<file path="src/modem_status_and_payload_parser_assert.svh">
// Assertion macros shared by the modem parser RTL.
// Each macro checks an implication on the rising clock edge while out of reset.
`ifndef MODEM_STATUS_AND_PAYLOAD_PARSER_ASSERT_SVH
`define MODEM_STATUS_AND_PAYLOAD_PARSER_ASSERT_SVH

// Same-cycle implication.
`define MSP_ASSERT_IMPLY(label, clk, rst_n, ante, cons, msg) \
	label: assert property (@(posedge clk) disable iff (!(rst_n)) (ante) |-> (cons)) \
		else $error(msg);

// Implication whose consequent is checked in the cycle after the antecedent.
`define MSP_ASSERT_NEXT(label, clk, rst_n, ante, cons, msg) \
	label: assert property (@(posedge clk) disable iff (!(rst_n)) (ante) |=> (cons)) \
		else $error(msg);

`endif

</file>
<file path="src/msp_matcher.sv">
// Naive keyword matcher: one position register, one received byte compared per step.
// Keyword and length come from msp_pkg through parameters of the top level.
module msp_matcher #(
	parameter int LEN = 8,
	parameter logic [8*LEN-1:0] KW = '0
) (
	input  logic       clk,
	input  logic       arst_n,
	input  logic       en,
	input  logic [7:0] ch,
	output logic       hit
);
	localparam int PW = $clog2(LEN);

	logic [7:0]    chars [LEN];
	logic [PW-1:0] pos_q;
	logic [PW-1:0] pos_d;
	logic          same;

	for (genvar i = 0; i < LEN; i++) begin : g_chars
		assign chars[i] = KW[8*(LEN-1-i) +: 8];
	end

	assign same = (ch == chars[pos_q]);
	assign hit  = en && same && (pos_q == PW'(LEN - 1));

	// On a mismatch the byte may still start a fresh match.
	always_comb begin
		if (same && (pos_q != PW'(LEN - 1))) begin
			pos_d = PW'(pos_q + 1'b1);
		end else if (!same && (ch == chars[0])) begin
			pos_d = PW'(1);
		end else begin
			pos_d = '0;
		end
	end

	always_ff @(posedge clk or negedge arst_n) begin
		if (!arst_n) begin
			pos_q <= '0;
		end else if (en) begin
			pos_q <= pos_d;
		end
	end
endmodule

</file>
<file path="config.mk">
export PLATFORM = sky130hd
export DESIGN_NAME = msp_matcher
export DESIGN_NICKNAME = d
export VERILOG_FILES = /design/src/modem_status_and_payload_parser_assert.svh /design/src/msp_matcher.sv
export SDC_FILE = /design/constraint.sdc
export NUM_CORES = 1
export LEC_CHECK = 0
export ABC_CLOCK_PERIOD_IN_PS = 1900
export BUFFER_PORTS_ARGS = -buffer_cell sky130_fd_sc_hd__buf_2
export CORE_AREA = 8 8 45 47
export CTS_BUF_LIST = sky130_fd_sc_hd__clkbuf_8 sky130_fd_sc_hd__clkbuf_16
export DETAILED_ROUTE_END_ITERATION = 8
export DIE_AREA = 0 0 53 55
export GPL_ROUTABILITY_DRIVEN = 1
export PLACE_DENSITY = 0.35
export SLEW_MARGIN = 20
export SYNTH_ARGS = -nofsm -noshare
export SYNTH_HDL_FRONTEND = slang
export SYNTH_SLANG_ARGS = --single-unit
</file>
<file path="constraint.sdc">
create_clock -name clk -period 1.9 [get_ports clk]
set_clock_uncertainty 0.2 [all_clocks]
set_input_delay 0.095 -clock clk [delete_from_list [all_inputs] [get_ports clk]]
set_output_delay 0.095 -clock clk [all_outputs]
set_load 0.01 [all_outputs]
</file>
==> run metrics <==
post-CTS sizing=0; Starting DRT DRC Count=0; Post-CTS Hold Fix Bufs=4; switching share of power=20.1%; Largest regs=pos_q (3); status=finished with violations; peak supply drop=279 uV; sw power=54.9 uW; synth cell count leaders=dfrtp_1 (3), ha_1 (2), nand2_1 (2), nand2b_1 (2), or4_4 (2); WL per Instance=12.5 um; IO Pins=12; total CTS buffers=3; Congestion Overflow GR=0; share of the synthesized area in the top cell type=37.5%; port bufs=11; fmax=547 MHz; Reg clk slew, reported paths=0.03 ns; max reg flops=3; share of cells above drive strength 1=45.9%; Area Overhead vs Synth=80.0%; internal power=218 uW; DP Worst Slack=0.108 ns; Chip Height=55 um; detailed placer's ending HPWL=520 um; post-synthesis cell type count=12; leading area contributor after synthesis=dfrtp_1; Pre-Repair DR Iteration Count=1; Synth Area per Inst=11.1 um^2; Synth Instances=18; Slew HR=83.0%; final period utilization=96.2%; Seq/Total Area, Yosys=37.5%; count leader, synth=dfrtp_1; Slew @ Worst Pin=0.255 ns; Hold WS=-0.000277 ns; Mapped Nets=31; Fin. Hold Viols=1; vias=234; CP startpoint kind=input pin; combinational cell fraction of total power=8.9%; leak pwr=0.177 nW; RD Place Congestion=0.593; crit-path max FO=4; R2R setup slack=0.12 ns; clock group share of total power=67.5%; worst path required time=1.60 ns; Final Instance Area=360 um^2; Post-CTS Setup Bufs=0; min cycle time layout=1.83 ns; mapped cell area=200 um^2; ant diodes=0; setup violators final=0; Max Slew Vio Count=0; RSZ-0062 raised after global routing=false; vias per cell=4.42; Crit Path Class=input pin to output pin; row count=14; first-pass GRT wire length=1060 um; Die X=53 um; overall routing resource usage=5.42%; H-Tree Depth=1; Max Cap Viol=0; Top FF cell, synth=dfrtp_1; setup TNS=0 ns; root buffer cell=clkbuf_8; Clock Sinks=3; Final #Nets=51; Synth Register Bits=3; Routed Antenna Nets=0; Cell Area, Placed=275 um^2; core area=1380 um^2; EDFF count, synth=0; Max clock buf depth=2; sequential cell fraction of total power=23.6%; pin count of the biggest net entering global routing=8; Tightest Hold Check Type=input pin to flip-flop; CTS tree=done; final WL=665 um; worst setup margin=0.0720 ns; ys async rst share=100%; initial antenna violation count=0; Die ar.=2920 um^2; DRC=0; Starting Density=14.5%; failing checks=hold timing; most flop-heavy register=pos_q; critical path arrival=1.53 ns; vias in the first global route=276; top cells by area, synth=dfrtp_1 (38%), ha_1 (13%), or4_4 (11%), o41ai_2 (8.1%), nand2b_1 (6.3%); worst-skew pair later-pin latency=0.22 ns; power density cells=757 nW/um^2; critical path capture point type=output pin; Yosys warning count=0
==> placed cells by master (no fill, tap or decap) <==
| cell | n |
|---|---|
| nor3_1 | 1 |
| o31ai_1 | 1 |
| o32ai_1 | 1 |
| nand3b_1 | 1 |
| dlygate4sd3_1 | 4 |
| nand2_1 | 2 |
| buf_2 | 11 |
| inv_1 | 2 |
| nand2b_1 | 2 |
| dfrtp_1 | 3 |
| clkbuf_8 | 3 |
| or3b_1 | 1 |
| o41ai_2 | 1 |
| or4_4 | 2 |
| ha_1 | 2 |
==> final timing paths <==
kind / from / to / depth (start not counted)
setup / recovery: ch[0] / hit / 5
hold / removal: ch[1] / pos_q[2] / 3
setup reg to reg: pos_q[0] / pos_q[0] / 4
hold reg to reg: pos_q[2] / pos_q[2] / 2
max in group asynchronous: arst_n / pos_q[1] / 2
min in group asynchronous: arst_n / pos_q[2] / 2
==> cell families (layout without fill, tap and decap cells) <==
logic type | after synthesis | after routing | synth area share [%]
flip-flops | 3 | 3 | 37.5
AND/OR/NAND/NOR | 9 | 9 | 31.9
buffers and inverters | 1 | 20 | 1.87
AO/OA/AOI/OAI | 3 | 3 | 16.3
adder cells (fa/ha/maj) | 2 | 2 | 12.5
==> power groups by stage <==
stage | Sequential, mW | Combinational [mW] | Clock, mW
after floorplan | 0.0652 | 0.00442 | 0
after global placement | 0.0652 | 0.0168 | 0
after detailed placement | 0.0652 | 0.0180 | 0
after CTS | 0.0645 | 0.0245 | 0.189
after global routing | 0.0645 | 0.0260 | 0.197
final | 0.0645 | 0.0243 | 0.184
==> layout make-up <==
cell class / count / area (um^2)
Tap cell: 16 / 20.0
Sequential cell: 3 / 75.1
Clock inverter: 1 / 3.75
Inverter: 1 / 3.75
Clock buffer: 3 / 41.3
Timing Repair Buffer: 15 / 95.1
Fill cell: 155 / 1020
Multi-Input combinational cell: 14 / 121
==> worst max-delay path, stage by stage <==
cell and delay [ns]:
dlygate4sd3_1 0.52, buf_2 0.12, or4_4 0.45, nor3_1 0.19
buf_2 0.16
==> per-stage QoR <==
step,utilization (%),total power [mW],std cells,hold slack (ns)
after floorplan,-,0.0696,18,-0.401
after global placement,19.9,0.0820,45,-0.306
after detailed placement,19.9,0.0832,45,-0.300
after CTS,26.0,0.278,53,-0.00437
after global routing,26.0,0.288,53,0.00663
final,26.0,0.273,53,-0.000277
==> layer usage <==
metal / GRT usage (%) / vias to the layer above / wire length [um] / part of all wire (%)
li1: - / 107 / - / -
met1: 5.34 / 107 / 305 / 46
met2: 7.23 / 16 / 270 / 41
met3: 4.01 / 4 / 59 / 8.9
met4: 5.17 / 0 / 28 / 4.2
met5: 0 / - / 0 / 0
Power figures use the tool's default switching activity.
