$ cat config.mk
export PLATFORM = sky130hd
export DESIGN_NAME = msp_store
export DESIGN_NICKNAME = d
export VERILOG_FILES = /design/src/modem_status_and_payload_parser_assert.svh /design/src/msp_store.sv
export SDC_FILE = /design/constraint.sdc
export NUM_CORES = 2
export LEC_CHECK = 0
export CAP_MARGIN = 20
export CORE_AREA = 5 5 387 389
export CTS_CLUSTER_SIZE = 8
export DETAILED_ROUTE_END_ITERATION = 10
export DIE_AREA = 0 0 392 394
export DONT_BUFFER_PORTS = 1
export PLACE_DENSITY = 0.7
export SLEW_MARGIN = 10
export SYNTH_ARGS = -nofsm -noshare
export SYNTH_HDL_FRONTEND = slang
export SYNTH_SLANG_ARGS = --single-unit
$ cat constraint.sdc
create_clock -name clk -period 2.4 [get_ports clk]
set_input_delay 0.12 -clock clk [delete_from_list [all_inputs] [get_ports clk]]
set_output_delay 0.12 -clock clk [all_outputs]
set_load 0.005 [all_outputs]
$ cat src/modem_status_and_payload_parser_assert.svh
// Assertion macros shared by the modem parser RTL.
// Each macro checks an implication on the rising clock edge while out of reset.
`ifndef MODEM_STATUS_AND_PAYLOAD_PARSER_ASSERT_SVH
`define MODEM_STATUS_AND_PAYLOAD_PARSER_ASSERT_SVH

// Same-cycle implication.
`define MSP_ASSERT_IMPLY(label, clk, rst_n, ante, cons, msg) \
	label: assert property (@(posedge clk) disable iff (!(rst_n)) (ante) |-> (cons)) \
		else $error(msg);

// Implication whose consequent is checked in the cycle after the antecedent.
`define MSP_ASSERT_NEXT(label, clk, rst_n, ante, cons, msg) \
	label: assert property (@(posedge clk) disable iff (!(rst_n)) (ante) |=> (cons)) \
		else $error(msg);

`endif

$ cat src/msp_store.sv
// Payload store: one write port and one registered read port.
// Depth comes from the top level; contents are not reset.
module msp_store #(
	parameter int DEPTH = 256,
	parameter int AW = $clog2(DEPTH)
) (
	input  logic          clk,
	input  logic          we,
	input  logic [AW-1:0] waddr,
	input  logic [7:0]    wdata,
	input  logic          re,
	input  logic [AW-1:0] raddr,
	output logic [7:0]    rdata
);
	logic [7:0] mem [DEPTH];

	always_ff @(posedge clk) begin
		if (we) begin
			mem[waddr] <= wdata;
		end
	end

	always_ff @(posedge clk) begin
		if (re) begin
			rdata <= mem[raddr];
		end
	end
endmodule

==> flow_metrics.env <==
export IMPL_antenna_found_initial=9
export IMPL_clock_path_buffers=4
export IMPL_slew_headroom_pct=26.8
export IMPL_cts_buffers=307
export IMPL_cts_root_buf="clkbuf_16"
export IMPL_grt_use_met1_pct=35.9
export IMPL_grt_usage_pct=25.1
export IMPL_dp_cells=5866
export IMPL_violations="hold timing, setup timing"
export IMPL_firstDrtPassIters=5
export IMPL_cts_setup_buffers=0
export IMPL_fmax_mhz=415
export IMPL_ys_seq_elements=2056
export IMPL_finalSetupTns_ns=-0.00754
export IMPL_synth_area_leaders="edfxtp_1, mux4_2, mux2i_1, nor2_1, a22oi_1"
export IMPL_synth_top_cell_by_area="edfxtp_1"
export IMPL_end_kind="flop"
export IMPL_synth_avg_cell_area_sq_um=21.3
export IMPL_initial_core_util_pct=54.4
export IMPL_grtUsageMet3_pct=5.48
export IMPL_die_h_um=394
export IMPL_tightest_slew_ns=1.10
export IMPL_power_density_mw_per_mm2=851
export IMPL_cp_max_fo=1
export IMPL_synth_cells=3733
export IMPL_core_sq_mm=0.146
export IMPL_final_common_cell="edfxtp_1"
export IMPL_hold_violations=1856
export IMPL_routabilityCongestion=0.807
export IMPL_vias=40700
export IMPL_cp_data_arrival_time_ns=3.04
export IMPL_syn_nets=3760
export IMPL_path_cells="mux4_2, mux4_2, nor2b_4, nor4_4, buf_4, nor4_4"
export IMPL_clk_insertion_delay_late_ns=0.89
export IMPL_ios=35
export IMPL_wl_per_cell_um=31.3
export IMPL_hp_start="wdata[4]"
export IMPL_fin_worst_skew_ns=0.0570
export IMPL_synth_seq_area_share_pct=77.5
export IMPL_rr_endpoint="rdata[1]$_DFFE_PP_"
export IMPL_fillCellCount=9592
export IMPL_instances_no_fill=6229
export IMPL_rr_worst_depth=6
export IMPL_synth_warnings=0
export IMPL_die_area_sq_mm=0.154
export IMPL_grt_busiest_layer="met2"
export IMPL_whs_ns=-0.651
export IMPL_cts_tree="built"
export IMPL_dp_hpwl_um=105000
export IMPL_cts_max_level=5
export IMPL_nets=4303
export IMPL_min_path_type="in -> reg"
export IMPL_clk_pin_slew_ns=0.05
export IMPL_fin_ws_ns=-0.00754
export IMPL_maxCapViolCount=0
export IMPL_synth_async_reset_ratio_pct=0
export IMPL_drtIter0Drc=5432
export IMPL_synth_simple_area_share_pct=2.63
export IMPL_grt_overflow=0
export IMPL_die_x_um=392
export IMPL_dp_slack_ns=-0.608
export IMPL_holdPathEnd="mem[80][4]$_DFFE_PP_"
export IMPL_synth_area_sq_mm=0.0796
export IMPL_worstSetupPathType="reg -> reg"
export IMPL_required_ns=3.03
export IMPL_multi_input_area_sq_mm=0.0167
export IMPL_grt_start_max_net_pins=579
export IMPL_outcome="complete, but fails checks"
export IMPL_vdd_drop_max_mv=0.745
export IMPL_drv_slew=0
export IMPL_yosysUniqueCellTypes=54
export IMPL_numPortBuffers=0
export IMPL_rsz0062_at_grt="yes"
export IMPL_reg2reg_from="mem[83][1]$_DFFE_PP_"
export IMPL_fin_crit_sh_pct=100
export IMPL_wirelength_um=195000
export IMPL_period_needed_ns=2.41
export IMPL_synth_compound_area_share_pct=3.42
export IMPL_setup_worst_path_start="mem[83][1]$_DFFE_PP_"
export IMPL_slowest_stage="mux4_2"
export IMPL_rows=141
export IMPL_syn_to_final_growth_pct=16.3
export IMPL_grt_pass1_wl_um=282000
export IMPL_slowest_delay_ns=0.52
export IMPL_finalPower_w=0.0789
export IMPL_drive_above_1_share_pct=29.6
export IMPL_synth_edf_count=2056
export IMPL_synth_adder_area_share_pct=0
export IMPL_yosys_area_share_xor_xnor_pct=0
export IMPL_viasPerCell=6.53
export IMPL_r2r_slack_ns=-0.008
export IMPL_ant_nets=0
export IMPL_ys_flop_type="edfxtp_1"
export IMPL_grt_pass1_vias=41400
export IMPL_final_cell_mix="edfxtp_1, mux4_2, buf_4"
export IMPL_met2_usage_pct=39.4
export IMPL_leakagePower_nw=29.7
export IMPL_whs_path_depth=0
export IMPL_setup_viol=1
export IMPL_synthMuxAreaShare_pct=14.6
export IMPL_synth_top_area_share_pct=77.5
export IMPL_drc=0
export IMPL_cp_start_kind="flop"
export IMPL_final_seq_area_sq_mm=0.0617
export IMPL_synth_top_family_by_area="multiplexers"
export IMPL_clock_sinks=2056
export IMPL_cts_hold_buf=22
## timing repair
item | CTS | global route
gates cloned | 0 | 5
setup endpoints to repair | 8 | 19
resized for setup | 18 | 29
endpoints found under the hold margin | 3420 | 2049
pin swaps | 7 | 9
## per-stage QoR
stage	cell area [sq um]	utilization, %
after floorplan	79600	-
after global placement	84000	57.4
after detailed placement	84000	57.4
after CTS	92200	63.0
after global routing	92600	63.2
final	92600	63.3
## power by group
group | total, W | internal, W | switching (W)
registers | 0.0398 | 0.0397 | 0.0000671
logic | 0.00279 | 0.00132 | 0.00147
clock network | 0.0363 | 0.0226 | 0.0137
total | 0.0789 | 0.0636 | 0.0152
## cell families after synthesis
group                  Yosys count
buffers and inverters          235
multiplexers                   591
AND/OR/NAND/NOR                466
flip-flops                    2056
AO/OA/AOI/OAI                  385
## worst max-delay path: cells and delay by family, from the launching register on
kind / cells / cell delay (ns)
simple gates: 3 / 0.57
buf+inv: 1 / 0.21
mux: 2 / 1.02
flops: 1 / 0.36
## state kept, by name, summed over array words and instances, names as in the netlist
signal  count
mem      2048
rdata       8
## how the worst max path moves through the flow
stage                          to  slack [ns]  depth (start not counted)
2_1_floorplan  rdata[2]$_DFFE_PP_        0.20                          9
3_3_place_gp   rdata[0]$_DFFE_PP_       -0.48                          6
3_5_place_dp   rdata[0]$_DFFE_PP_       -0.61                          6
4_1_cts        rdata[0]$_DFFE_PP_      0.0006                          7
5_1_grt        rdata[1]$_DFFE_PP_       -0.06                          6
6_report       rdata[1]$_DFFE_PP_      -0.008                          6
## routing by layer
metal	vias to the layer above	wire length [um]
met5	-	17
met4	2	5700
met3	397	19400
met2	2280	94800
met1	21400	75300
li1	16600	-
## area by class of cell
| type | instances | share of cell area [%] |
|---|---|---|
| Sequential cell | 2056 | 66.6 |
| Multi-Input combinational cell | 1442 | 18.1 |
| Clock buffer | 312 | 8.43 |
| Timing Repair Buffer | 467 | 4.15 |
| Tap cell | 1930 | 2.61 |
| Clock inverter | 6 | 0.0513 |
| Antenna cell | 14 | 0.0378 |
| Inverter | 2 | 0.00810 |
## cells in the mapped netlist, drive strengths merged (14+ instances only)
cell,number
o22ai,28
clkbuf,111
a21oi,96
mux2i,134
mux4,456
o221ai,47
nor4,27
a221oi,14
nand2,33
nor2b,31
nor2,282
nor3,22
buf,122
edfxtp,2056
nand3,34
a22oi,133
a211oi,16
No activity file was read; power rests on OpenSTA's default activity.
